## src/hw/rtl/esc_pkg.sv

```systemverilog
// ============================================================================
// esc_pkg: shared types and constants
// Types, constants and shift functions used by the modules of the sensor compensation block.
// ============================================================================
package esc_pkg;

    // Width of the pressure divider operands.
    localparam int DIV_W = 64;

    // Upper clamp of humidity before the final shift.
    localparam logic [31:0] HUM_MAX = 32'd419430400;

    // Configuration register indexes.
    typedef enum logic [2:0] {
        REG_TEMP       = 3'd0,
        REG_PRESS_A    = 3'd1,
        REG_PRESS_B    = 3'd2,
        REG_PRESS_NINE = 3'd3,
        REG_HUM_A      = 3'd4,
        REG_HUM_B      = 3'd5
    } reg_index_t;

    // Calibration words as held in the configuration registers.
    typedef struct packed {
        logic [47:0] temp;
        logic [63:0] press_a;
        logic [63:0] press_b;
        logic [15:0] press_nine;
        logic [39:0] hum_a;
        logic [31:0] hum_b;
    } coeff_t;

    // One sample after the front end has prepared the temperature terms.
    typedef struct packed {
        logic [31:0] temp_a;
        logic [31:0] temp_d;
        logic [19:0] raw_press;
        logic [15:0] raw_hum;
    } item_t;

    // Side data that rides along with a division.
    typedef struct packed {
        logic [31:0] temp;
        logic [16:0] hum;
        logic        neg;
        logic        zero;
    } div_tag_t;

    // Arithmetic right shifts at the two wrap widths.
    function automatic logic [31:0] sra32(logic [31:0] x, int unsigned n);
        return 32'($signed(x) >>> n);
    endfunction

    function automatic logic [63:0] sra64(logic [63:0] x, int unsigned n);
        return 64'($signed(x) >>> n);
    endfunction

endpackage

```

## src/hw/rtl/esc_front.sv

```systemverilog
// ============================================================================
// esc_front: sample intake
// Accepts one raw sample, forms the first temperature terms and hands the
// item to the queue.
// ============================================================================
module esc_front
    import esc_pkg::*;
(
    input  logic        clk,
    input  logic        rst_n,
    input  logic        in_valid,
    output logic        in_stall,
    input  logic [19:0] raw_temp,
    input  logic [19:0] raw_press,
    input  logic [15:0] raw_hum,
    input  logic [15:0] t1,
    output logic        push,
    output item_t       push_data,
    input  logic        full
);

    logic  valid_reg;
    logic  take;
    item_t item_reg;
    item_t item_next;

    // The held item moves on whenever the queue has room.
    assign push     = valid_reg && !full;
    assign in_stall = valid_reg && full;
    assign take     = in_valid && !in_stall;

    // Temperature offsets against T1.
    always_comb
    begin
        item_next.temp_a    = {15'b0, raw_temp[19:3]} - {15'b0, t1, 1'b0};
        item_next.temp_d    = {16'b0, raw_temp[19:4]} - {16'b0, t1};
        item_next.raw_press = raw_press;
        item_next.raw_hum   = raw_hum;
    end

    always_ff @(posedge clk or negedge rst_n)
    begin
        if (!rst_n)
        begin
            valid_reg <= 1'b0;
        end
        else if (take || push)
        begin
            valid_reg <= take;
        end
    end

    always_ff @(posedge clk)
    begin
        if (take)
        begin
            item_reg <= item_next;
        end
    end

    assign push_data = item_reg;

endmodule

```

## config.mk

```make
export PLATFORM = sky130hd
export DESIGN_NAME = esc_front
export DESIGN_NICKNAME = d
export VERILOG_FILES = /design/src/hw/rtl/esc_pkg.sv /design/src/hw/rtl/esc_front.sv
export SDC_FILE = /design/constraint.sdc
export NUM_CORES = 1
export LEC_CHECK = 0
export BUFFER_PORTS_ARGS = -buffer_cell sky130_fd_sc_hd__buf_2
export CORE_MARGIN = 2
export CORE_UTILIZATION = 25
export CTS_CLUSTER_DIAMETER = 100
export DETAILED_ROUTE_END_ITERATION = 12
export HOLD_SLACK_MARGIN = 0.03
export PLACE_DENSITY_LB_ADDON = 0.12
export RECOVER_POWER = 100
export SLEW_MARGIN = 20
export SYNTH_ARGS = -nofsm -noshare
export SYNTH_HDL_FRONTEND = slang
export SYNTH_SLANG_ARGS = --single-unit
```

## constraint.sdc

```tcl
create_clock -name clk -period 4 [get_ports clk]
set_input_delay 0.2 -clock clk [delete_from_list [all_inputs] [get_ports clk]]
set_output_delay 0.2 -clock clk [all_outputs]
set_load 0.01 [all_outputs]
```

== Word level (Yosys, flattened, before mapping) ==
Index checks and enable logic that the tools add are counted.

* Register bits after elaboration: 101
* Input bits: 76
* Output and inout bits: 102

* $add $sub $neg: 2
* Reduce and logical (&&, ||, !) cells: 6

{| class="wikitable"
|+ Operator list
! kind !! count
|-
| $sub A17 B17 Y18 || 1
|-
| $sub A16 B16 Y17 || 1
|-
| $logic_and A1 B1 Y1 || 3
|-
| $logic_not A1 Y1 || 2
|-
| $logic_or A1 B1 Y1 || 1
|}

== Depth between registers and ports, before layout ==
Gate-level depths: netlist of run 1.

* Depth after elaboration: 4
* Mapped depth: 8
* Gate-level depth less buffers: 8

== Least setup slack after synthesis of run 1 ==
Ideal clock, no wire load.

* Path type: reg-to-reg
* Start point: reg valid_reg
* End point: reg item_reg, in the netlist push_data[0] (enable)
* Library setup time: 0.472 ns
* Data arrival time: 2.955 ns
* Data required time: 3.528 ns
* Path slack: 0.573 ns
* Stages on the path, launching flop included: 3
* Path buffers: 0
* Clock period less this slack: 3.427 ns
* Cell sequence: dfrtp_1 -> and2_1 -> nor2b_1

* Longest elaborated chain between the ends: 3

{| class="wikitable"
|+ RTL lines
! element !! line !! RTL
|-
| start: declaration || esc_front.sv:22 || <nowiki>logic valid_reg;</nowiki>
|-
| start signal: assignment || esc_front.sv:49 || <nowiki>valid_reg <= take;</nowiki>
|-
| $logic_and A1 B1 Y1 || esc_front.sv:29 || <nowiki>assign in_stall = valid_reg && full;</nowiki>
|-
| via in_stall || esc_front.sv:12 || <nowiki>output logic in_stall,</nowiki>
|-
| $logic_not A1 Y1 || esc_front.sv:30 || <nowiki>assign take = in_valid && !in_stall;</nowiki>
|-
| $logic_and A1 B1 Y1 || esc_front.sv:30 ||
|-
| via take || esc_front.sv:23 || <nowiki>logic take;</nowiki>
|-
| end signal: assignment || esc_front.sv:57 || <nowiki>item_reg <= item_next;</nowiki>
|-
| end: declaration || esc_front.sv:24 || <nowiki>item_t item_reg;</nowiki>
|}

The timed path passes the listed nets, and every way through them passes these cells.
A chain may end at the register's enable or synchronous reset.

== Worst setup path in the final report of run 1 ==
* Start point: reg valid_reg
* End point: reg item_reg, in the netlist push_data[6] (enable)

* Longest elaborated chain between the ends: 3

{| class="wikitable"
|+ RTL lines
! element !! line
|-
| $logic_and A1 B1 Y1 || esc_front.sv:29
|-
| $logic_not A1 Y1 || esc_front.sv:30
|-
| $logic_and A1 B1 Y1 || esc_front.sv:30
|-
| via take || esc_front.sv:23
|}

The timed path passes the listed nets, and every way through them passes these cells.

==> run_results.csv, run 1 <==
group,metric,value,unit
place,place_ws,1.424,ns
sta,max-slew-margin-rel,0.1035,
logic_synthesis,synth-compound-area-share,0.1035,
power_and_ir_drop,ir_worst_vdd,0.2873,mV
power_and_ir_drop,p_sw,383.2,uW
floorplan,die_x,112.2,um
global_routing,antenna_found_initial,0,
logic_synthesis,synth.distinct_cells,46,
sta,final-hold-violation-count,0,
clock_network,holdBufCountCts,1,
worst_setup_path,required,3.89,ns
worst_setup_path,path_delay_family,"buffers and inverters",
flow_run,timing.max_cap.violations,0,
floorplan,initial_utilization,0.2563,
worst_setup_path,crit_path_start_kind,"flop",
clock_network,post_cts_buffers,0,
floorplan,ios,178,
sta,rsz0062_at_grt,"no",
floorplan,die_h,112.2,um
layout,area_growth,26.38,%
logic_synthesis,synth_mux_area_frac,0,
logic_synthesis,synthTopCellsByArea,"edfxtp_1, buf_4, ha_1",
sta,period_minus_slack,2.714,ns
worst_setup_path,timing.rr.start,"valid_reg",
global_routing,grt_overflow,0,
place,gp_congestion,0.7539,
power_and_ir_drop,switching_share,0.2463,
floorplan,rows,39,
power_and_ir_drop,p_leak,0.001510,uW
worst_setup_path,crit_arrival,2.61,ns
clock_network,clk_latency,0.28,ns
worst_setup_path,cp_cell_sequence,"and2_0 > nor2b_4 > clkbuf_1",
logic_synthesis,postSynthCellCount,233,
detailed_routing,dr.pass1.iters,4,
sta,fin_skew,0.003906,ns
logic_synthesis,synth_top_area_share,0.5541,
clock_network,htree_levels,2,
layout,final_nets,462,
clock_network,cts-resized-gates,0,
logic_synthesis,synthAdderAreaFrac,0.07525,
floorplan,dieArea,12590,sq um
detailed_routing,antenna_left,0,
detailed_routing,wire_per_inst,13.70,um
power_and_ir_drop,p_per_area,420.7,nW/um^2
floorplan,coreArea,11420,sq um
global_routing,grt_pass1_vias,2022,
logic_synthesis,synth_largest_area_cell,"edfxtp_1",
logic_synthesis,ys_ff_latch,55,
global_routing,grt_usage,0.1022,
clock_network,clock-sinks,55,
logic_synthesis,synth_top_family_by_area,"buffers and inverters",
power_and_ir_drop,comb_power_share,0.195,
logic_synthesis,syn_area,2927,sq um
global_routing,grt_max_degree,32,
detailed_routing,vias,2115,
logic_synthesis,yosysSeqAreaShare,0.5626,
sta,maxSlewViolCount,0,
outcome,status,"complete, no violations",
sta,setup_slack,1.286,ns
worst_setup_path,startpoint,"valid_reg",
clock_network,clkTransAtPathRegs,0.07,ns
layout,drive_gt1_frac,0.2351,
worst_setup_path,crit_path_end_kind,"flop",
clock_network,cts_tree,"done",
detailed_routing,drc_errors,0,
logic_synthesis,avgSynthCellArea,12.56,sq um
logic_synthesis,yosys_warnings,0,
layout,antennaDiodeCount,0,
layout,largest_register_ffs,54,
logic_synthesis,yosys.area_share.simple,0.07439,
detailed_routing,routed_via_density,4.123,
layout,post-route-util,0.3239,
logic_synthesis,async_flop_share,0.01818,
sta,setup_viol_count_final,0,
clock_network,cts.path.max_buffers,2,
logic_synthesis,synthXorXnorAreaFrac,0.03292,
worst_setup_path,worst-path-buf-inv,1,
worst_setup_path,criticalPathCategory,"reg2reg",
clock_network,cts-root-buf,"clkbuf_16",
detailed_routing,wirelength,7026,um
power_and_ir_drop,power.internal,1173,uW
sta,fin_crit_sh,0.6785,
clock_network,cts-buffers-inserted,5,
worst_hold_path,hp-class,"in2reg",
logic_synthesis,synth_ff_type,"edfxtp_1",
place,dp_hpwl,5725,um
worst_setup_path,path_max_fanout,29,
logic_synthesis,synth-edff-count,54,
global_routing,grt_pass1_wl,10110,um
power_and_ir_drop,p_seq_frac,0.457,
logic_synthesis,synth_nets,326,
detailed_routing,drt_iter0_drc,68,
power_and_ir_drop,total_power,1556,uW
sta,finalSetupTns,0,ns
worst_hold_path,min_from,"raw_press[8]",
worst_setup_path,critPathSlowestCell,"clkbuf_1",
sta,max_clock_freq,368.5,MHz
sta,tightest_slew,1.345,ns
worst_setup_path,slowest_delay,1.05,ns
place,port_buffers,174,
power_and_ir_drop,clkPwrFrac,0.348,
[stage by stage]
step / std cells / hold slack (ns) / instance area (sq um)
after floorplan: 233 / -0.09559 / 2927
after global placement: 504 / -0.02434 / 3638
after detailed placement: 504 / -0.02393 / 3638
after CTS: 513 / 0.07945 / 3837
after global routing: 513 / 0.07388 / 3699
final: 513 / 0.08744 / 3699
[logic make-up after synthesis]
kind of cell	count (synthesis)
DFF	55
AOI/OAI and AO/OA	38
buffers and inverters	71
adders and majority gates	17
xor gates and xnor gates	11
and+or+nand+nor	41
[power by group through the flow]
stage | clock network, uW | registers (uW) | logic (uW)
2_1_floorplan | 0 | 743 | 212
3_3_place_gp | 0 | 720 | 328
3_5_place_dp | 0 | 723 | 328
4_1_cts | 562 | 710 | 330
5_1_grt | 581 | 717 | 337
6_report | 541 | 712 | 303
[Yosys cell counts (2+ instances only)]
master,count
ha_1,16
buf_4,47
nand2_1,8
and2_1,2
edfxtp_1,54
a21o_1,5
a31oi_1,2
a221oi_1,2
nor2b_1,5
nor3b_1,2
inv_1,24
nor2_1,8
a21oi_1,7
nand3_1,4
xnor2_1,10
nor3_1,3
o21a_1,4
or4_1,2
[worst register-to-register path: stages (launching register included)]
cell and delay [ns]:
dfrtp_1 0.37, and2_0 0.20, nor2b_4 0.69, clkbuf_1 1.06
[routing by layer]
metal,track usage,wire [um]
met5,0,0
met4,0.03659,99
met3,0.02052,496
met2,0.1699,3304
met1,0.1329,3125
[area by class of cell]
class                      instances  area (sq um)
multi-input combinational        107         838.3
clock buffer                       6         128.9
inverter                          24         90.09
tap                              143         178.9
sequential                        55          1647
fill                            1236          7720
timing repair buffer             176         755.7
clock inverter                     2         60.06
[path summary, 6_finish.rpt]
kind,end,slack (ns),cells past startpoint
min in group asynchronous,valid_reg,0.23,2
worst max-delay path,push_data[6],1.29,3
worst min register to register,valid_reg,0.75,2
worst min-delay path,push_data[24],0.09,1
worst max register to register,push_data[6],1.29,3
max in group asynchronous,valid_reg,3.69,2
[cell usage in the layout, fill, tap and decap left out, types with 3 or more instances in the layout]
cell       Yosys  final
edfxtp_1      54     54
ha_1          16     16
nor2b_1        5      4
inv_1         24     24
a21oi_1        7      7
o21a_1         4      4
nand2_1        8      8
a21o_1         5      5
nor2_1         8      8
nand3_1        4      4
nor3_1         3      3
clkbuf_16      0      5
buf_2          0     71
xnor2_1       10     10
clkbuf_1       0    105
No activity file was read; power rests on OpenSTA's default activity.
==> run 2: changes to the inputs <==
--- a/config.mk
+++ b/config.mk
@@ -5,6 +5,7 @@
 export SDC_FILE = /design/constraint.sdc
 export NUM_CORES = 1
 export LEC_CHECK = 0
+export ABC_AREA = 1
 export BUFFER_PORTS_ARGS = -buffer_cell sky130_fd_sc_hd__buf_2
 export CORE_MARGIN = 2
 export CORE_UTILIZATION = 25
==> constraint.sdc (replaced) <==
create_clock -name clk -period 2.6 [get_ports clk]
set_input_delay 0.13 -clock clk [delete_from_list [all_inputs] [get_ports clk]]
set_output_delay 0.13 -clock clk [all_outputs]
set_load 0.01 [all_outputs]
==> run_results.csv, run 2 <==
group,metric,value,unit
outcome,status,"complete, no violations",
layout,post-route-util,0.3482,
worst_setup_path,path_delay_family,"buffers and inverters",
logic_synthesis,yosysMostFrequentCell,"nand2_1",
sta,finalSetupTns,0,ns
sta,setup_viol_count_final,0,
sta,fin_skew,0.004437,ns
logic_synthesis,postSynthCellCount,317,
logic_synthesis,ys_ff_latch,55,
detailed_routing,wirelength,7381,um
detailed_routing,dr.pass1.iters,4,
clock_network,cts-root-buf,"clkbuf_16",
worst_setup_path,path_max_fanout,54,
floorplan,coreArea,12010,sq um
global_routing,grt_max_degree,55,
place,dp_hpwl,5705,um
layout,final_nets,583,
sta,max_clock_freq,645.7,MHz
logic_synthesis,synth_ff_type,"edfxtp_1",
layout,layout_commonest_cell,"clkbuf_1",
logic_synthesis,ys_top_cells_by_count,"nand2_1, inv_1, edfxtp_1, buf_4, ha_1",
logic_synthesis,synth_top_area_share,0.5255,
clock_network,cts_tree,"done",
logic_synthesis,synth_largest_area_cell,"edfxtp_1",
sta,maxSlewViolCount,0,
detailed_routing,vias,2477,
global_routing,grt_overflow,0,
global_routing,antenna_found_initial,0,
floorplan,die_x,115.1,um
worst_setup_path,r2r_slack,1.05,ns
worst_setup_path,worst-path-buf-inv,2,
sta,fin_crit_sh,0.5957,
layout,antennaDiodeCount,0,
logic_synthesis,yosysSeqAreaShare,0.5337,
logic_synthesis,synth-edff-count,54,
layout,drive_gt1_frac,0.1935,
floorplan,rows,40,
worst_setup_path,criticalPathCategory,"reg2reg",
worst_setup_path,crit_path_end_kind,"flop",
detailed_routing,drt_iter0_drc,171,
detailed_routing,wire_per_inst,11.57,um
worst_hold_path,hp-class,"in2reg",
layout,final_cell_mix,"clkbuf_1, nand2_1, buf_2",
worst_setup_path,cp_cell_sequence,"nand2_1 > inv_1 > nor2_4 > buf_4",
global_routing,grt_usage,0.1059,
sta,period_minus_slack,1.549,ns
logic_synthesis,synth_nets,410,
floorplan,ios,178,
logic_synthesis,yosys_warnings,0,
clock_network,cts.path.max_buffers,2,
floorplan,dieArea,13250,sq um
floorplan,initial_utilization,0.2569,
global_routing,grt_pass1_vias,2324,
sta,rsz0062_at_grt,"no",
layout,area_growth,35.56,%
detailed_routing,routed_via_density,3.882,
worst_setup_path,required,2.52,ns
clock_network,htree_levels,2,
worst_setup_path,r2r-end,"push_data[84]",
worst_setup_path,rr_worst_depth,4,
clock_network,clk_latency,0.29,ns
power_and_ir_drop,ir_worst_vdd,0.2479,mV
logic_synthesis,avgSynthCellArea,9.733,sq um
sta,final-hold-violation-count,0,
worst_setup_path,path_depth,4,
sta,max-slew-margin-rel,0.5176,
power_and_ir_drop,p_per_area,540.4,nW/um^2
logic_synthesis,async_flop_share,0.01818,
clock_network,clkTransAtPathRegs,0.07,ns
power_and_ir_drop,p_leak,0.001959,uW
worst_setup_path,critPathSlowestCell,"buf_4",
layout,fin_cells,638,
logic_synthesis,syn_area,3085,sq um
worst_setup_path,slowest_delay,0.54,ns
worst_setup_path,crit_arrival,1.47,ns
floorplan,die_h,115.1,um
place,placed_cells,593,
clock_network,clock-sinks,55,
worst_setup_path,endpoint,"push_data[84]",
layout,fillCellCount,1311,
detailed_routing,antenna_left,0,
logic_synthesis,synthTopCellsByArea,"edfxtp_1, buf_4, nand2_1",
global_routing,grt_pass1_wl,10930,um
place,port_buffers,174,
worst_setup_path,startpoint,"valid_reg",
sta,tightest_slew,0.7236,ns
detailed_routing,drc_errors,0,
layout,largest_register_ffs,54,
worst_setup_path,crit_path_start_kind,"flop",
flow_run,timing.max_cap.violations,0,
worst_setup_path,timing.rr.start,"valid_reg",
logic_synthesis,synth.distinct_cells,23,
place,gp_congestion,0.7188,
clock_network,cts-buffers-inserted,5,
[run 2: cell count changes in the layout (fill, tap and decap cells not counted), sizes merged, moves of 5 or more]
cell	delta
nor2b	-5
dlygate4sd3	+36
nand2	+78
inv	+38
xnor2	-8
nand3	+10
a21o	-6
[run 2: area by class of cell]
cell class	instances	area, sq um	share of cell area
sequential	55	1647	0.3937
timing repair buffer	212	1120	0.2677
multi-input combinational	154	854.6	0.2043
inverter	62	234.0	0.05594
tap	147	183.9	0.04397
clock buffer	5	125.1	0.02991
clock inverter	3	18.77	0.004487
[run 2: how the worst min path moves through the flow]
stage	startpoint	endpoint	slack, ns	cells past startpoint
2_1_floorplan	rst_n	valid_reg	-0.17	0
3_3_place_gp	rst_n	valid_reg	-0.09	1
3_5_place_dp	rst_n	valid_reg	-0.09	1
4_1_cts	raw_press[11]	push_data[27]	0.04	1
5_1_grt	raw_press[11]	push_data[27]	0.08	1
6_report	in_valid	valid_reg	0.07	3
[run 2: repair_timing]
item	4_1_cts	5_1_grt
hold buffers	37	0
gates resized for setup	0	0
endpoints found under the hold margin	37	0
endpoints found under the setup margin	0	0
buffers inserted	0	0
[run 2: through the flow]
| stage | area (sq um) | total power (uW) | setup slack [ns] | hold WS (ns) |
|---|---|---|---|---|
| after floorplan | 3088 | 1468 | 0.2650 | -0.1656 |
| after global placement | 3810 | 1617 | 0.9386 | -0.09404 |
| after detailed placement | 3810 | 1620 | 0.9276 | -0.09293 |
| after CTS | 4324 | 2336 | 1.030 | 0.03995 |
| after global routing | 4183 | 2409 | 0.9334 | 0.08119 |
| final | 4183 | 2260 | 1.051 | 0.07375 |
[run 2: logic make-up (layout without fill, tap and decap cells)]
| logic type | Yosys count | count (layout) | synth area share |
|---|---|---|---|
| flip-flops | 55 | 55 | 0.5337 |
| adder cells (fa/ha/maj) | 17 | 17 | 0.07137 |
| XOR/XNOR | 7 | 7 | 0.01987 |
| buffers and inverters | 108 | 282 | 0.1878 |
| AND/OR/NAND/NOR | 118 | 118 | 0.1638 |
| AO/OA/AOI/OAI | 12 | 12 | 0.02352 |
[run 2: routing by layer]
layer / wire length (um) / global-route usage
met1: 3335 / 0.1302
met2: 3420 / 0.1855
met3: 516 / 0.01950
met4: 107 / 0.03855
met5: 0 / 0
[run 2: worst register-to-register path, delay by kind of cell, from the launching register on]
| family | cells | cell delay, ns |
|---|---|---|
| flip-flops | 1 | 0.38 |
| AND/OR/NAND/NOR | 2 | 0.14 |
| buffers and inverters | 2 | 0.61 |
[run 2: where the power goes]
group | internal (uW) | total, uW | switching (uW)
combinational | 208 | 512 | 304
sequential | 1060 | 1090 | 33.8
clock | 357 | 656 | 299
total | 1620 | 2260 | 637
==> run 3: changes to the inputs <==
--- a/config.mk
+++ b/config.mk
@@ -5,7 +5,7 @@
 export SDC_FILE = /design/constraint.sdc
 export NUM_CORES = 1
 export LEC_CHECK = 0
-export ABC_AREA = 1
+export ABC_AREA = 0
 export BUFFER_PORTS_ARGS = -buffer_cell sky130_fd_sc_hd__buf_2
 export CORE_MARGIN = 2
 export CORE_UTILIZATION = 25
==> constraint.sdc (replaced) <==
create_clock -name clk -period 1.4 [get_ports clk]
set_input_delay 0.07 -clock clk [delete_from_list [all_inputs] [get_ports clk]]
set_output_delay 0.07 -clock clk [all_outputs]
set_load 0.01 [all_outputs]
==> run_results.csv, run 3 (synthesis gave the netlist of run 1 again) <==
group,metric,value,unit
outcome,status,"finished with violations",
outcome,violations,"setup timing",
power_and_ir_drop,ir_worst_vdd,0.7729,mV
layout,final_cell_mix,"clkbuf_1, buf_2, edfxtp_1",
detailed_routing,wl_met2,3791,um
worst_setup_path,crit_path_end_kind,"flop",
detailed_routing,dr.pass1.iters,4,
worst_hold_path,hp-class,"in2async",
sta,final-hold-violation-count,0,
place,dp_hpwl,5701,um
floorplan,ios,178,
power_and_ir_drop,p_sw,1220,uW
place,gp_congestion,0.7165,
floorplan,coreArea,11420,sq um
floorplan,die_x,112.2,um
clock_network,clock-sinks,55,
detailed_routing,wirelength,7676,um
worst_setup_path,path_max_fanout,3,
sta,setup_slack,-0.2773,ns
clock_network,clk_latency,0.29,ns
sta,fin_skew,0.007015,ns
sta,tightest_slew,0.6459,ns
global_routing,grt_usage,0.1127,
power_and_ir_drop,p_seq_frac,0.436,
worst_setup_path,crit_path_start_kind,"input pin",
sta,fin_crit_sh,1.198,
power_and_ir_drop,p_leak,0.001905,uW
clock_network,cts-buffers-inserted,5,
detailed_routing,vias,2377,
detailed_routing,top_layer,"met4",
sta,max_clock_freq,596.2,MHz
worst_setup_path,required,1.45,ns
layout,post-route-util,0.4040,
clock_network,htree_levels,2,
global_routing,grt_pass1_wl,11240,um
detailed_routing,drt_iter0_drc,68,
sta,finalSetupTns,-1.844,ns
power_and_ir_drop,comb_power_share,0.260,
place,port_buffers,174,
worst_setup_path,criticalPathCategory,"in2reg",
sta,period_minus_slack,1.677,ns
global_routing,grt_max_degree,35,
sta,maxSlewViolCount,0,
clock_network,cts.path.max_buffers,2,
worst_setup_path,crit_arrival,1.72,ns
floorplan,dieArea,12590,sq um
sta,rsz0062_at_grt,"yes",
power_and_ir_drop,clkPwrFrac,0.304,
detailed_routing,antenna_left,0,
place,place_ws,-0.7689,ns
sta,max-slew-margin-rel,0.5654,
clock_network,cts_tree,"done",
detailed_routing,wl_met1,3258,um
flow_run,timing.max_cap.violations,0,
clock_network,clkTransAtPathRegs,0.07,ns
floorplan,rows,39,
power_and_ir_drop,power.internal,3406,uW
layout,drive_gt1_frac,0.3437,
sta,setup_viol_count_final,10,
layout,antennaDiodeCount,0,
floorplan,die_h,112.2,um
worst_setup_path,timing.rr.start,"valid_reg",
clock_network,cts-root-buf,"clkbuf_16",
global_routing,grt_pass1_vias,2294,
power_and_ir_drop,p_per_area,1003,nW/um^2
global_routing,antenna_found_initial,0,
worst_setup_path,startpoint,"raw_temp[4]",
global_routing,grt_overflow,0,
layout,final_nets,543,
detailed_routing,wire_per_inst,12.92,um
detailed_routing,drc_errors,0,
floorplan,initial_utilization,0.2563,
power_and_ir_drop,switching_share,0.2638,
detailed_routing,routed_via_density,4.002,
layout,layout_commonest_cell,"clkbuf_1",
layout,largest_register_ffs,54,
detailed_routing,dr_wl_met3,491,um
layout,area_growth,57.63,%
run 3: changes by cell type in the layout (fill, tap and decap cells not counted), moves of 4 or more:
cell and delta:
nand3_1 -12, buf_4 +38, inv_1 -33, nand2_1 -75
ha_4 +7, nor2b_1 +4, xor2_1 -4, a21o_1 +5
inv_2 -5, xnor2_1 +7, ha_1 -7
run 3: final timing paths:
check / depth (start not counted) / slack [ns] / endpoint
max reg2reg: 3 / 0 / push_data[1]
min reg2reg: 2 / 0.73 / valid_reg
min: 2 / 0.09 / valid_reg
max: 10 / -0.28 / push_data[81]
max in group asynchronous: 2 / 1.23 / valid_reg
min in group clk: 3 / 0.14 / push_data[69]
run 3: final cells by class:
class                           count  area, sq um
Fill cell                        1179         6805
Sequential cell                    55         1647
Timing Repair Buffer              257         1504
Multi-Input combinational cell    107         1018
Tap cell                          143        178.9
Clock buffer                        5        125.1
Inverter                           24        97.59
Clock inverter                      3        42.54
run 3: power by group through the flow:
stage          registers, uW  logic, uW  clock network, uW
2_1_floorplan           2120        634                  0
3_3_place_gp            2060       1100                  0
3_5_place_dp            2060       1100                  0
4_1_cts                 2020       1230               1460
5_1_grt                 2030       1330               1530
6_report                2020       1200               1410
run 3: per-layer routing:
| layer | track usage | up-vias |
|---|---|---|
| met5 | 0 | - |
| met4 | 0.04228 | 0 |
| met3 | 0.02160 | 7 |
| met2 | 0.2020 | 91 |
| met1 | 0.1337 | 1061 |
| li1 | - | 1218 |
run 3: worst max-delay path, stage by stage:
cell and delay, ns:
buf_8 0.08, inv_8 0.03, ha_4 0.15, fa_2 0.33, and2b_2 0.25, o2111ai_4 0.14, a211oi_4 0.28, nor3b_2 0.09
buf_4 0.17, xnor2_2 0.11
run 3: per-stage QoR:
step | std cells | hold WS (ns) | power, uW | instance area [sq um]
6_report | 594 | 0.08637 | 4627 | 4613
5_1_grt | 594 | 0.08400 | 4889 | 4613
4_1_cts | 590 | 0.07331 | 4713 | 4657
3_5_place_dp | 540 | -0.1531 | 3160 | 4005
3_3_place_gp | 540 | -0.1542 | 3161 | 4005
2_1_floorplan | 233 | -0.2256 | 2752 | 3005
run 3: what timing repair did:
item                                    CTS  global route
hold buffers                             39             0
endpoints found under the setup margin   12            24
setup buffers                             3             4
pin swaps                                11             4
endpoints found under the hold margin    39             0
gates resized for setup                  14            12
