## src/hw/rtl/esc_pkg.sv

```systemverilog
// ============================================================================
// esc_pkg: shared types and constants
// Types, constants and shift functions used by the modules of the sensor compensation block.
// ============================================================================
package esc_pkg;

    // Width of the pressure divider operands.
    localparam int DIV_W = 64;

    // Upper clamp of humidity before the final shift.
    localparam logic [31:0] HUM_MAX = 32'd419430400;

    // Configuration register indexes.
    typedef enum logic [2:0] {
        REG_TEMP       = 3'd0,
        REG_PRESS_A    = 3'd1,
        REG_PRESS_B    = 3'd2,
        REG_PRESS_NINE = 3'd3,
        REG_HUM_A      = 3'd4,
        REG_HUM_B      = 3'd5
    } reg_index_t;

    // Calibration words as held in the configuration registers.
    typedef struct packed {
        logic [47:0] temp;
        logic [63:0] press_a;
        logic [63:0] press_b;
        logic [15:0] press_nine;
        logic [39:0] hum_a;
        logic [31:0] hum_b;
    } coeff_t;

    // One sample after the front end has prepared the temperature terms.
    typedef struct packed {
        logic [31:0] temp_a;
        logic [31:0] temp_d;
        logic [19:0] raw_press;
        logic [15:0] raw_hum;
    } item_t;

    // Side data that rides along with a division.
    typedef struct packed {
        logic [31:0] temp;
        logic [16:0] hum;
        logic        neg;
        logic        zero;
    } div_tag_t;

    // Arithmetic right shifts at the two wrap widths.
    function automatic logic [31:0] sra32(logic [31:0] x, int unsigned n);
        return 32'($signed(x) >>> n);
    endfunction

    function automatic logic [63:0] sra64(logic [63:0] x, int unsigned n);
        return 64'($signed(x) >>> n);
    endfunction

endpackage

```

## src/hw/rtl/esc_fifo.sv

```systemverilog
// ============================================================================
// esc_fifo: item queue
// Short first-in first-out queue between the front end and the datapath.
// ============================================================================
module esc_fifo
    import esc_pkg::*;
#(
    parameter int DEPTH = 4
)
(
    input  logic  clk,
    input  logic  rst_n,
    input  logic  push,
    input  item_t push_data,
    output logic  full,
    input  logic  pop,
    output item_t pop_data,
    output logic  empty
);

    localparam int PTR_W = $clog2(DEPTH);
    localparam int CNT_W = $clog2(DEPTH + 1);

    item_t              mem_reg [DEPTH];
    logic [PTR_W-1:0]   wr_ptr_reg;
    logic [PTR_W-1:0]   rd_ptr_reg;
    logic [CNT_W-1:0]   count_reg;

    assign full     = (count_reg == CNT_W'(DEPTH));
    assign empty    = (count_reg == '0);
    assign pop_data = mem_reg[rd_ptr_reg];

    // Pointer and fill count bookkeeping.
    always_ff @(posedge clk or negedge rst_n)
    begin
        if (!rst_n)
        begin
            wr_ptr_reg <= '0;
            rd_ptr_reg <= '0;
            count_reg  <= '0;
        end
        else
        begin
            if (push)
            begin
                wr_ptr_reg <= (wr_ptr_reg == PTR_W'(DEPTH - 1)) ? '0 : wr_ptr_reg + 1'b1;
            end
            if (pop)
            begin
                rd_ptr_reg <= (rd_ptr_reg == PTR_W'(DEPTH - 1)) ? '0 : rd_ptr_reg + 1'b1;
            end
            if (push && !pop)
            begin
                count_reg <= count_reg + 1'b1;
            end
            else if (pop && !push)
            begin
                count_reg <= count_reg - 1'b1;
            end
        end
    end

    always_ff @(posedge clk)
    begin
        if (push)
        begin
            mem_reg[wr_ptr_reg] <= push_data;
        end
    end

endmodule

```

## config.mk

```make
export PLATFORM = sky130hd
export DESIGN_NAME = esc_fifo
export DESIGN_NICKNAME = d
export VERILOG_FILES = /design/src/hw/rtl/esc_pkg.sv /design/src/hw/rtl/esc_fifo.sv
export SDC_FILE = /design/constraint.sdc
export NUM_CORES = 1
export LEC_CHECK = 0
export BUFFER_PORTS_ARGS = -buffer_cell sky130_fd_sc_hd__buf_4
export CAP_MARGIN = 30
export CORE_MARGIN = 1.5
export CORE_UTILIZATION = 41
export CTS_CLUSTER_SIZE = 12
export DETAILED_ROUTE_END_ITERATION = 10
export PLACE_DENSITY_LB_ADDON = 0.1
export RECOVER_POWER = 25
export SETUP_SLACK_MARGIN = 0.4
export SYNTH_ARGS = -nofsm -noshare
export SYNTH_HDL_FRONTEND = slang
export SYNTH_SLANG_ARGS = --single-unit
```

## constraint.sdc

```tcl
create_clock -name clk -period 8.3 [get_ports clk]
set_clock_uncertainty 0.1 [all_clocks]
set_input_delay 2.49 -clock clk [delete_from_list [all_inputs] [get_ports clk]]
set_output_delay 2.49 -clock clk [all_outputs]
set_load 0.05 [all_outputs]
```

Yosys cells after proc, flatten, opt, wreduce, memory -nomap -nowiden
Memories as Yosys holds them, arrays and structs flattened.
Index checks and enable logic that the tools add are counted.
{"block": "totals", "in_bits": 104, "ff_bits": 7, "memories": 1, "ramBits": 400}
{"name": "mem_reg", "words": 4, "word_bits": 100, "rd": 1, "rd_ports_with_merged_regs": 0, "wr": 1, "line_no": "esc_fifo.sv:24", "source": "item_t mem_reg [DEPTH];"}
{"block": "classes", "reduce_logical": 6, "n_addsub": 4, "mux": 6, "n_eq_ne": 3}
{"cell": "$mux 3", "count": 2}
{"cell": "$add 2x1->2 const B", "count": 2}
{"cell": "$eq 2x2->1 const B", "count": 2}
{"cell": "$mux 2", "count": 2}
{"cell": "$add 3x1->3 const B", "count": 1}
{"cell": "$eq 3x3->1 const B", "count": 1}
{"cell": "$logic_not 3->1", "count": 1}
{"cell": "$sub 3x1->3 const B", "count": 1}
{"cell": "$logic_and 1x1->1", "count": 2}
{"cell": "$logic_not 1->1", "count": 2}
{"cell": "$mux 1", "count": 2}
{"cell": "$reduce_bool 2->1", "count": 1}

Logic depth before layout (Yosys ltp)
Gate-level depths: netlist of run 1.
{"block": "depth", "word_depth": 4, "mapped_depth": 7}

Least setup slack after synthesis of run 1
No wires, ideal clock.
{"block": "synth_timing", "kind": "input -> register", "start": "in push", "end": "mem mem_reg[0][0] in the netlist's numbering (enable)", "required_time_ns": 7.730, "path_stages": 1, "setup_ns": 0.470, "arrival_ns": 4.799, "path_buffers": 0, "slack_ns": 2.931, "cell_sequence": "and2_1"}
{"block": "synth_via", "elab_chain_len": 2}
{"element": "start, declared", "line_no": "esc_fifo.sv:13", "source": "input logic push,"}
{"element": "$mux 1", "line_no": "esc_fifo.sv:65", "source": "if (push)"}
{"element": "$mux 1 (implied by the code)", "line_no": "esc_fifo.sv:67", "source": "mem_reg[wr_ptr_reg] <= push_data;"}
{"element": "end, declared", "line_no": "esc_fifo.sv:24"}
Every way passes these cells.

==> results of run 1 <==
==> cell families after synthesis <==
logic type | after synthesis | share of synthesized area
XOR/XNOR | 3 | 0.00177
flip-flops | 407 | 0.821
buffers and inverters | 26 | 0.0125
multiplexers | 103 | 0.154
adder cells (fa/ha/maj) | 7 | 0.00641
AND/OR/NAND/NOR | 11 | 0.00379
AO/OA/AOI/OAI | 2 | 0.000674
==> through the flow <==
stage	utilization	cell area [um^2]
floorplan	-	14800
detailed placement	0.475	16900
finish	0.504	17900
global route	0.504	17900
CTS	0.511	18200
global placement	0.474	16900
==> area by class of cell <==
cell class | instances | area share
well taps | 461 | 0.0322
multi-input cells | 126 | 0.139
clock buffers | 61 | 0.0662
inverters | 4 | 0.000838
clock inverters | 13 | 0.00468
repair buffers | 212 | 0.0772
flip-flops and latches | 407 | 0.680
==> cell usage after synthesis (3+ instances only) <==
cell type,number
sky130_fd_sc_hd__dfrtp_1,7
sky130_fd_sc_hd__mux2_2,3
sky130_fd_sc_hd__mux4_2,100
sky130_fd_sc_hd__edfxtp_1,400
sky130_fd_sc_hd__buf_6,9
sky130_fd_sc_hd__ha_1,6
sky130_fd_sc_hd__and2_1,4
sky130_fd_sc_hd__nor2_1,3
sky130_fd_sc_hd__inv_1,4
sky130_fd_sc_hd__buf_2,10
==> worst paths after layout <==
kind	start	endpoint	slack (ns)
max	rd_ptr_reg[1]	pop_data[24]	2.74
min	count_reg[2]	count_reg[2]	0.40
max reg2reg	wr_ptr_reg[0]	mem_reg[0][33]	5.65
min reg2reg	count_reg[2]	count_reg[2]	0.40
max in group asynchronous	rst_n	rd_ptr_reg[1]	6.08
min in group asynchronous	rst_n	rd_ptr_reg[0]	1.72
==> power groups by stage <==
| stage | Combinational [uW] | Clock, uW | Sequential [uW] |
|---|---|---|---|
| 2_1_floorplan | 2150 | 0 | 2760 |
| 3_3_place_gp | 2780 | 0 | 2870 |
| 3_5_place_dp | 2860 | 0 | 2840 |
| 4_1_cts | 2870 | 1800 | 2800 |
| 5_1_grt | 2930 | 1870 | 2830 |
| 6_report | 2790 | 1740 | 2790 |
==> worst max-delay path, delay by kind of cell (launching register included) <==
family | cells | cell delay, ns
flip-flops | 1 | 0.93
buffers and inverters | 2 | 1.00
multiplexers | 1 | 0.43
==> metal layers <==
metal | track usage | part of all wire | wire [um] | up-vias
met5 | 0 | 0 | 0 | -
met4 | 0.0568 | 0.024 | 688 | 0
met3 | 0.0438 | 0.065 | 1840 | 45
met2 | 0.263 | 0.52 | 14600 | 177
met1 | 0.191 | 0.40 | 11200 | 3479
li1 | - | - | - | 2884
==> flow_summary.html, run 1 <==
<table>
<tr><th>Metric</th><th>Value</th></tr>
<tr><th colspan="2">Placed design</th></tr>
<tr><td>DP Wirelength</td><td>around 17 mm</td></tr>
<tr><td>Cell total after placement</td><td>1,210</td></tr>
<tr><td>Port Buffer Count</td><td>just over 200</td></tr>
<tr><td>Setup slack after placement</td><td>3.25 ns</td></tr>
<tr><td>Final GP Congestion</td><td>approximately 0.68</td></tr>
<tr><th colspan="2">Run</th></tr>
<tr><td>Number of max-cap violations</td><td>0</td></tr>
<tr><th colspan="2">Global routing</th></tr>
<tr><td>Number of global-route vias before repair</td><td>7,460</td></tr>
<tr><td>First-pass GRT wire length</td><td>~44 mm</td></tr>
<tr><td>Number of antenna violations at the first check in global routing</td><td>0</td></tr>
<tr><td>Final global-route overflow total</td><td>0</td></tr>
<tr><td>Overall fraction of global-route tracks in use</td><td>0.155</td></tr>
<tr><td>Maximum number of pins on one net before global-route repair</td><td>59</td></tr>
<tr><th colspan="2">Power and ir drop</th></tr>
<tr><td>Sw frac</td><td>0.369</td></tr>
<tr><td>Power per unit of standard cell area</td><td>roughly 410 nW/um^2</td></tr>
<tr><td>Peak ir drop on the vdd network</td><td>0.258 mV</td></tr>
<tr><td>Pwr Total</td><td>7320 uW</td></tr>
<tr><td>Share of power burned in combinational logic</td><td>0.381</td></tr>
<tr><td>P_leak</td><td>0.00592 uW</td></tr>
<tr><td>Pint</td><td>4620 uW</td></tr>
<tr><td>Clock network fraction of total power</td><td>0.238</td></tr>
<tr><td>Part of the power in registers</td><td>0.381</td></tr>
<tr><td>Switching Power</td><td>between 2000 and 3000 uW</td></tr>
<tr><th colspan="2">Layout</th></tr>
<tr><td>Final std cells w/o fill</td><td>between 1,000 and 1,500</td></tr>
<tr><td>Antenna diodes</td><td>0</td></tr>
<tr><td>Layout cells sized above 1</td><td>0.374</td></tr>
<tr><td>Number of flip-flops in the largest register</td><td>400</td></tr>
<tr><td>Most common library cell in the layout ignoring fill and taps</td><td>sky130_fd_sc_hd__edfxtp_1</td></tr>
<tr><td>Fillcell total</td><td>2,911</td></tr>
<tr><td>Highest-count cells in the layout ignoring fill and taps</td><td>sky130_fd_sc_hd__edfxtp_1, sky130_fd_sc_hd__buf_4, sky130_fd_sc_hd__mux4_2</td></tr>
<tr><td>Area of the multi-input gates</td><td>2480 um^2</td></tr>
<tr><td>Area added between synthesis and finish</td><td>20.7%</td></tr>
<tr><td>Area of all sequential standard cells</td><td>12,200 um^2</td></tr>
<tr><td>Final #Nets</td><td>906</td></tr>
<tr><th colspan="2">Critical path</th></tr>
<tr><td>Largest stage delay on the critical path</td><td>0.93 ns</td></tr>
<tr><td>Most Frequent Cell on Critical Path</td><td>sky130_fd_sc_hd__buf_4</td></tr>
<tr><td>Cells along the critical path</td><td>buf_4 &gt; mux4_2 &gt; buf_4</td></tr>
<tr><td>Max Fanout on Critical Path</td><td>55</td></tr>
<tr><td>Required time at the endpoint of the critical path</td><td>5.71 ns</td></tr>
<tr><td>Kind of end point of the critical path</td><td>primary output</td></tr>
<tr><td>Worst R2R Path Depth</td><td>4</td></tr>
<tr><td>Worst setup path class</td><td>reg -&gt; out</td></tr>
<tr><td>Worst path arrival time</td><td>2.97 ns</td></tr>
<tr><td>Crit-path slowest cell</td><td>sky130_fd_sc_hd__dfrtp_4</td></tr>
<tr><td>Startpoint types</td><td>flop</td></tr>
<tr><th colspan="2">Clocking</th></tr>
<tr><td>Number of buffers inserted by hold repair at cts</td><td>0</td></tr>
<tr><td>Sinks on the clock net</td><td>slightly above 400</td></tr>
<tr><td>Worst skew pair latency</td><td>approximately 0.55 ns</td></tr>
<tr><td>Deepest clock path buffer count</td><td>3</td></tr>
<tr><td>Cts bufs inserted</td><td>44</td></tr>
<tr><td>Number of buffers inserted to repair setup after CTS</td><td>0</td></tr>
<tr><td>Clock Pin Slew Worst Setup and Hold Paths</td><td>0.06 ns</td></tr>
<tr><td>Number of levels in the clock H-tree</td><td>2</td></tr>
<tr><td>Clock root buffer master</td><td>sky130_fd_sc_hd__clkbuf_16</td></tr>
<tr><td>Count of instances resized after the clock tree is built</td><td>0</td></tr>
<tr><td>Clock tree from TritonCTS</td><td>yes</td></tr>
<tr><th colspan="2">Worst hold path</th></tr>
<tr><td>Type of the most critical hold path</td><td>reg -&gt; reg</td></tr>
<tr><td>Hold-critical path depth</td><td>1</td></tr>
<tr><th colspan="2">Synth</th></tr>
<tr><td>Asr flop ratio synth</td><td>0.0172</td></tr>
<tr><td>Biggest area consumer among synthesized cells</td><td>sky130_fd_sc_hd__edfxtp_1</td></tr>
<tr><td>Number of different library cells in the post-synthesis netlist</td><td>19</td></tr>
<tr><td>Cell types occupying the most area after synthesis</td><td>sky130_fd_sc_hd__edfxtp_1, sky130_fd_sc_hd__mux4_2, sky130_fd_sc_hd__dfrtp_1</td></tr>
<tr><td>Number of enable-type register cells in the synthesized netlist</td><td>400</td></tr>
<tr><td>Number of synthesized register bits</td><td>407</td></tr>
<tr><td>Portion of synthesized cell area occupied by the leading cell type</td><td>0.809</td></tr>
<tr><td>Mapped Cells</td><td>559</td></tr>
<tr><td>Mapped cell area</td><td>14,800 um^2</td></tr>
<tr><td>Sequential cell area fraction in the yosys report</td><td>0.821</td></tr>
<tr><td>Dominant register cell in the synthesized netlist</td><td>sky130_fd_sc_hd__edfxtp_1</td></tr>
<tr><td>Mean post-synth cell area</td><td>26.6 um^2</td></tr>
<tr><td>Number of nets in the synthesized netlist</td><td>670</td></tr>
<tr><td>Count of yosys warnings during synthesis</td><td>0</td></tr>
<tr><th colspan="2">Floorplan</th></tr>
<tr><td>Number of primary I/O pins</td><td>206</td></tr>
<tr><td>Chip height</td><td>between 150 and 200 um</td></tr>
<tr><td>Floorplan die width</td><td>slightly below 200 um</td></tr>
<tr><td>Number of rows created at floorplan</td><td>between 60 and 70</td></tr>
<tr><td>Starting density of the core</td><td>0.417</td></tr>
<tr><td>Core region area</td><td>35,600 um^2</td></tr>
<tr><td>Total Die Area</td><td>37,400 um^2</td></tr>
<tr><th colspan="2">STA</th></tr>
<tr><td>Share of the clock period used by the worst path</td><td>0.669</td></tr>
<tr><td>Highest achievable clock rate</td><td>180 MHz</td></tr>
<tr><td>Final Max Slew Viols</td><td>0</td></tr>
<tr><td>Post-layout minimum cycle time</td><td>5.56 ns</td></tr>
<tr><td>Setup violators final</td><td>0</td></tr>
<tr><td>RSZ-0062 raised after global routing</td><td>false</td></tr>
<tr><td>Final setup slack of the worst path</td><td>2.74 ns</td></tr>
<tr><td>Worst rel slew slack</td><td>0.379</td></tr>
<tr><td>Setup TNS after final layout</td><td>0 ns</td></tr>
<tr><td>WHS</td><td>0.399 ns</td></tr>
<tr><td>Total count of hold-check failures in the final report</td><td>0</td></tr>
<tr><td>Slew of the pin with the lowest slew margin</td><td>0.931 ns</td></tr>
<tr><th colspan="2">Route</th></tr>
<tr><td># DRC</td><td>0</td></tr>
<tr><td>Number of DRC markers in iteration 0</td><td>319</td></tr>
<tr><td>Antenna-violating nets left</td><td>0</td></tr>
<tr><td>Routed wirelength normalized by instance count</td><td>roughly 22 um</td></tr>
<tr><td>First-pass DRT Iterations</td><td>4</td></tr>
<tr><td>Via count</td><td>6,585</td></tr>
<tr><td>Mean number of vias per cell</td><td>between 5 and 6</td></tr>
<tr><td>Wirelength, routed</td><td>around 28 mm</td></tr>
<tr><th colspan="2">Run status</th></tr>
<tr><td>Status</td><td>complete, no violations</td></tr>
</table>
Note: power is estimated with default switching activity, not from simulation.
==> inputs of run 2 (changes only) <==
--- a/config.mk
+++ b/config.mk
@@ -5,6 +5,7 @@
 export SDC_FILE = /design/constraint.sdc
 export NUM_CORES = 1
 export LEC_CHECK = 0
+export ABC_AREA = 1
 export BUFFER_PORTS_ARGS = -buffer_cell sky130_fd_sc_hd__buf_4
 export CAP_MARGIN = 30
 export CORE_MARGIN = 1.5
==> constraint.sdc (replaced) <==
create_clock -name clk -period 4.9 [get_ports clk]
set_clock_uncertainty 0.1 [all_clocks]
set_input_delay 1.47 -clock clk [delete_from_list [all_inputs] [get_ports clk]]
set_output_delay 1.47 -clock clk [all_outputs]
set_load 0.05 [all_outputs]
==> flow_summary.html, run 2 <==
<table>
<tr><th>Metric</th><th>Value</th></tr>
<tr><th colspan="2">Synth</th></tr>
<tr><td>Number of synthesized register bits</td><td>407 (unchanged)</td></tr>
<tr><td>Dominant register cell in the synthesized netlist</td><td>sky130_fd_sc_hd__edfxtp_1</td></tr>
<tr><td>Number of enable-type register cells in the synthesized netlist</td><td>400 (unchanged)</td></tr>
<tr><td>Count of yosys warnings during synthesis</td><td>0 (unchanged)</td></tr>
<tr><td>Sequential cell area fraction in the yosys report</td><td>0.742 (-0.0788)</td></tr>
<tr><td>Portion of synthesized cell area occupied by the leading cell type</td><td>0.731 (-0.0776)</td></tr>
<tr><td>Post-synth top cells</td><td>sky130_fd_sc_hd__edfxtp_1, sky130_fd_sc_hd__nand2_1, sky130_fd_sc_hd__inv_1</td></tr>
<tr><td>Asr flop ratio synth</td><td>0.0172 (unchanged)</td></tr>
<tr><td>Mapped cell area</td><td>16,400 um^2 (+11%)</td></tr>
<tr><td>Mean post-synth cell area</td><td>13.5 um^2 (-49%)</td></tr>
<tr><td>Number of nets in the synthesized netlist</td><td>1,330 (+99%)</td></tr>
<tr><td>Biggest area consumer among synthesized cells</td><td>sky130_fd_sc_hd__edfxtp_1</td></tr>
<tr><td>Mapped Cells</td><td>1,219 (+120%)</td></tr>
<tr><td>Most frequent cell after synthesis</td><td>sky130_fd_sc_hd__edfxtp_1</td></tr>
<tr><td>Cell types occupying the most area after synthesis</td><td>sky130_fd_sc_hd__edfxtp_1, sky130_fd_sc_hd__o211ai_1, sky130_fd_sc_hd__nand2_1</td></tr>
<tr><td>Number of different library cells in the post-synthesis netlist</td><td>17 (-2)</td></tr>
<tr><th colspan="2">Layout</th></tr>
<tr><td>Layout cells sized above 1</td><td>0.151 (-0.224)</td></tr>
<tr><td>Antenna diodes</td><td>0 (unchanged)</td></tr>
<tr><td>Utilization after layout</td><td>0.489 (-0.0152)</td></tr>
<tr><td>Area added between synthesis and finish</td><td>18.0%</td></tr>
<tr><td>Most common library cell in the layout ignoring fill and taps</td><td>sky130_fd_sc_hd__edfxtp_1</td></tr>
<tr><td>Final #Nets</td><td>1,532 (+69%)</td></tr>
<tr><td>Highest-count cells in the layout ignoring fill and taps</td><td>sky130_fd_sc_hd__edfxtp_1, sky130_fd_sc_hd__nand2_1, sky130_fd_sc_hd__inv_1</td></tr>
<tr><td>Post-route cell area</td><td>19,400 um^2 (+8.1%)</td></tr>
<tr><td>Number of flip-flops in the largest register</td><td>400 (unchanged)</td></tr>
<tr><th colspan="2">Floorplan</th></tr>
<tr><td>Starting density of the core</td><td>0.414 (-0.00313)</td></tr>
<tr><td>Chip height</td><td>203 um (+5.1%)</td></tr>
<tr><td>Number of primary I/O pins</td><td>206 (unchanged)</td></tr>
<tr><td>Number of rows created at floorplan</td><td>73 (+5.8%)</td></tr>
<tr><td>Floorplan die width</td><td>203 um (+5.1%)</td></tr>
<tr><td>Total Die Area</td><td>41,300 um^2 (+10%)</td></tr>
<tr><td>Core region area</td><td>39,600 um^2 (+11%)</td></tr>
<tr><th colspan="2">Critical path</th></tr>
<tr><td>Crit-path slowest cell</td><td>sky130_fd_sc_hd__dfrtp_4</td></tr>
<tr><td>Required time at the endpoint of the critical path</td><td>3.33 ns (-2.38 ns)</td></tr>
<tr><td>Worst path arrival time</td><td>2.66 ns (-0.31 ns)</td></tr>
<tr><td>Launching point of the worst reg2reg path</td><td>wr_ptr_reg[0]</td></tr>
<tr><td>Max Fanout on Critical Path</td><td>50 (-9.1%)</td></tr>
<tr><td>Largest stage delay on the critical path</td><td>0.74 ns (-0.19 ns)</td></tr>
<tr><td>Worst setup path class</td><td>reg -&gt; out</td></tr>
<tr><td>Startpoint types</td><td>flop</td></tr>
<tr><td>Worst setup path startpoint</td><td>rd_ptr_reg[1]</td></tr>
<tr><td>Cells along the critical path</td><td>inv_4 &gt; buf_12 &gt; o211ai_1 &gt; nand2_1 &gt; buf_4</td></tr>
<tr><td>Kind of end point of the critical path</td><td>primary output</td></tr>
<tr><th colspan="2">Global routing</th></tr>
<tr><td>Number of global-route vias before repair</td><td>9,086 (+22%)</td></tr>
<tr><td>Number of antenna violations at the first check in global routing</td><td>3 (+3)</td></tr>
<tr><td>Final global-route overflow total</td><td>0 (unchanged)</td></tr>
<tr><td>Maximum number of pins on one net before global-route repair</td><td>138 (+130%)</td></tr>
<tr><td>First-pass GRT wire length</td><td>53.0 mm (+21%)</td></tr>
<tr><td>Overall fraction of global-route tracks in use</td><td>0.169 (+0.0134)</td></tr>
<tr><th colspan="2">Clocking</th></tr>
<tr><td>Number of levels in the clock H-tree</td><td>2 (unchanged)</td></tr>
<tr><td>Clock root buffer master</td><td>sky130_fd_sc_hd__clkbuf_16</td></tr>
<tr><td>Count of instances resized after the clock tree is built</td><td>0 (unchanged)</td></tr>
<tr><td>Cts bufs inserted</td><td>44 (unchanged)</td></tr>
<tr><td>Clock Pin Slew Worst Setup and Hold Paths</td><td>0.06 ns (about the same)</td></tr>
<tr><td>Deepest clock path buffer count</td><td>3 (unchanged)</td></tr>
<tr><td>Number of buffers inserted to repair setup after CTS</td><td>0 (unchanged)</td></tr>
<tr><td>Clock tree from TritonCTS</td><td>yes</td></tr>
<tr><td>Sinks on the clock net</td><td>407 (unchanged)</td></tr>
<tr><td>Number of buffers inserted by hold repair at cts</td><td>0 (unchanged)</td></tr>
<tr><td>Worst skew pair latency</td><td>0.53 ns (-0.02 ns)</td></tr>
<tr><th colspan="2">Power and ir drop</th></tr>
<tr><td>Peak ir drop on the vdd network</td><td>0.348 mV (+35%)</td></tr>
<tr><td>Sw frac</td><td>0.415 (+0.0454)</td></tr>
<tr><td>Part of the power in registers</td><td>0.354 (-0.027)</td></tr>
<tr><td>Switching Power</td><td>5460 uW (+100%)</td></tr>
<tr><td>P_leak</td><td>0.00762 uW (+29%)</td></tr>
<tr><td>Clock network fraction of total power</td><td>0.234 (-0.004)</td></tr>
<tr><td>Pint</td><td>7710 uW (+67%)</td></tr>
<tr><td>Share of power burned in combinational logic</td><td>0.412 (+0.031)</td></tr>
<tr><td>Power per unit of standard cell area</td><td>680 nW/um^2 (+66%)</td></tr>
<tr><th colspan="2">STA</th></tr>
<tr><td>Post-layout minimum cycle time</td><td>about 4.2 ns</td></tr>
<tr><td>Highest achievable clock rate</td><td>236 MHz</td></tr>
<tr><td>Final setup slack of the worst path</td><td>0.670 ns (-2.08 ns)</td></tr>
<tr><td>Worst rel slew slack</td><td>0.456 (+0.0765)</td></tr>
<tr><td>Final Max Slew Viols</td><td>0 (unchanged)</td></tr>
<tr><td>RSZ-0062 raised after global routing</td><td>false</td></tr>
<tr><td>Share of the clock period used by the worst path</td><td>0.863</td></tr>
<tr><td>Total count of hold-check failures in the final report</td><td>0 (unchanged)</td></tr>
<tr><td>Setup TNS after final layout</td><td>0 ns (unchanged)</td></tr>
<tr><td>Slew of the pin with the lowest slew margin</td><td>0.816 ns (-0.115 ns)</td></tr>
<tr><td>Setup violators final</td><td>0 (unchanged)</td></tr>
<tr><th colspan="2">Route</th></tr>
<tr><td>Antenna-violating nets left</td><td>0 (unchanged)</td></tr>
<tr><td>Via count</td><td>9,423 (+43%)</td></tr>
<tr><td>Mean number of vias per cell</td><td>4.76 (-7.1%)</td></tr>
<tr><td>Routed wirelength normalized by instance count</td><td>17.6 um (-20%)</td></tr>
<tr><td>Number of DRC markers in iteration 0</td><td>443 (+39%)</td></tr>
<tr><td>Wirelength, routed</td><td>34.8 mm (+23%)</td></tr>
<tr><td>First-pass DRT Iterations</td><td>4 (unchanged)</td></tr>
<tr><td># DRC</td><td>0 (unchanged)</td></tr>
<tr><th colspan="2">Run</th></tr>
<tr><td>Number of max-cap violations</td><td>0 (unchanged)</td></tr>
<tr><th colspan="2">Worst hold path</th></tr>
<tr><td>HP Start</td><td>count_reg[2]</td></tr>
<tr><td>Type of the most critical hold path</td><td>reg -&gt; reg</td></tr>
<tr><th colspan="2">Placed design</th></tr>
<tr><td>Setup slack after placement</td><td>1.20 ns (-2.05 ns)</td></tr>
<tr><td>DP Wirelength</td><td>20.1 mm (+21%)</td></tr>
<tr><td>Final GP Congestion</td><td>0.720 (+5.9%)</td></tr>
<tr><td>Port Buffer Count</td><td>205 (unchanged)</td></tr>
<tr><td>Total placed instance area</td><td>18,300 um^2 (+8.2%)</td></tr>
<tr><th colspan="2">Run status</th></tr>
<tr><td>Status</td><td>complete, no violations</td></tr>
</table>
run 2: worst paths after layout:
| check | end | slack (ns) | depth (start not counted) |
|---|---|---|---|
| max | pop_data[84] | 0.67 | 5 |
| min | count_reg[2] | 0.40 | 2 |
| max reg2reg | mem_reg[3][43] | 2.78 | 4 |
| min reg2reg | count_reg[2] | 0.40 | 2 |
| max in group asynchronous | rd_ptr_reg[1] | 3.60 | 1 |
| min in group asynchronous | count_reg[2] | 0.75 | 1 |
run 2: worst max-delay path, delay by kind of cell (launching register included):
family | cells | cell delay, ns
buf+inv | 3 | 1.07
flops | 1 | 0.74
compound gates | 1 | 0.14
simple gates | 1 | 0.13
run 2: cells by family (layout without fill, tap and decap cells):
family / after synthesis / count (layout) / share of synthesized area
flops: 407 / 407 / 0.742
simple gates: 321 / 321 / 0.0738
buf+inv: 279 / 513 / 0.0851
compound gates: 204 / 204 / 0.0927
fa+ha+maj: 7 / 7 / 0.00579
xor+xnor: 1 / 1 / 0.000533
run 2: power by group through the flow:
stage | Combinational, uW | Sequential, uW | Clock, uW
finish | 5430 | 4670 | 3080
global route | 5810 | 4720 | 3290
CTS | 5550 | 4670 | 3180
detailed placement | 5540 | 4740 | 0
global placement | 5520 | 4730 | 0
floorplan | 4050 | 4680 | 0
run 2: metrics by stage:
step	cells	hold WS, ns	power (uW)
floorplan	1219	0.363	8740
global placement	1900	0.379	10300
detailed placement	1900	0.393	10300
CTS	1978	0.409	13400
global route	1978	0.451	13800
finish	1978	0.401	13200
run 2: final cells by class:
cell class                      count  area (um^2)
Timing Repair Buffer              222         1540
Sequential cell                   407        12200
Clock inverter                     20          178
Fill cell                        3551        20300
Clock buffer                       58         1150
Tap cell                          525          657
Multi-Input combinational cell    533         2840
Inverter                          213          820
run 2: routing by layer:
metal / part of all wire / wire length (um) / global-route usage
met5: 0.0012 / 41 / 0
met2: 0.45 / 15700 / 0.264
met3: 0.056 / 1960 / 0.0403
met4: 0.018 / 625 / 0.0426
met1: 0.47 / 16400 / 0.238
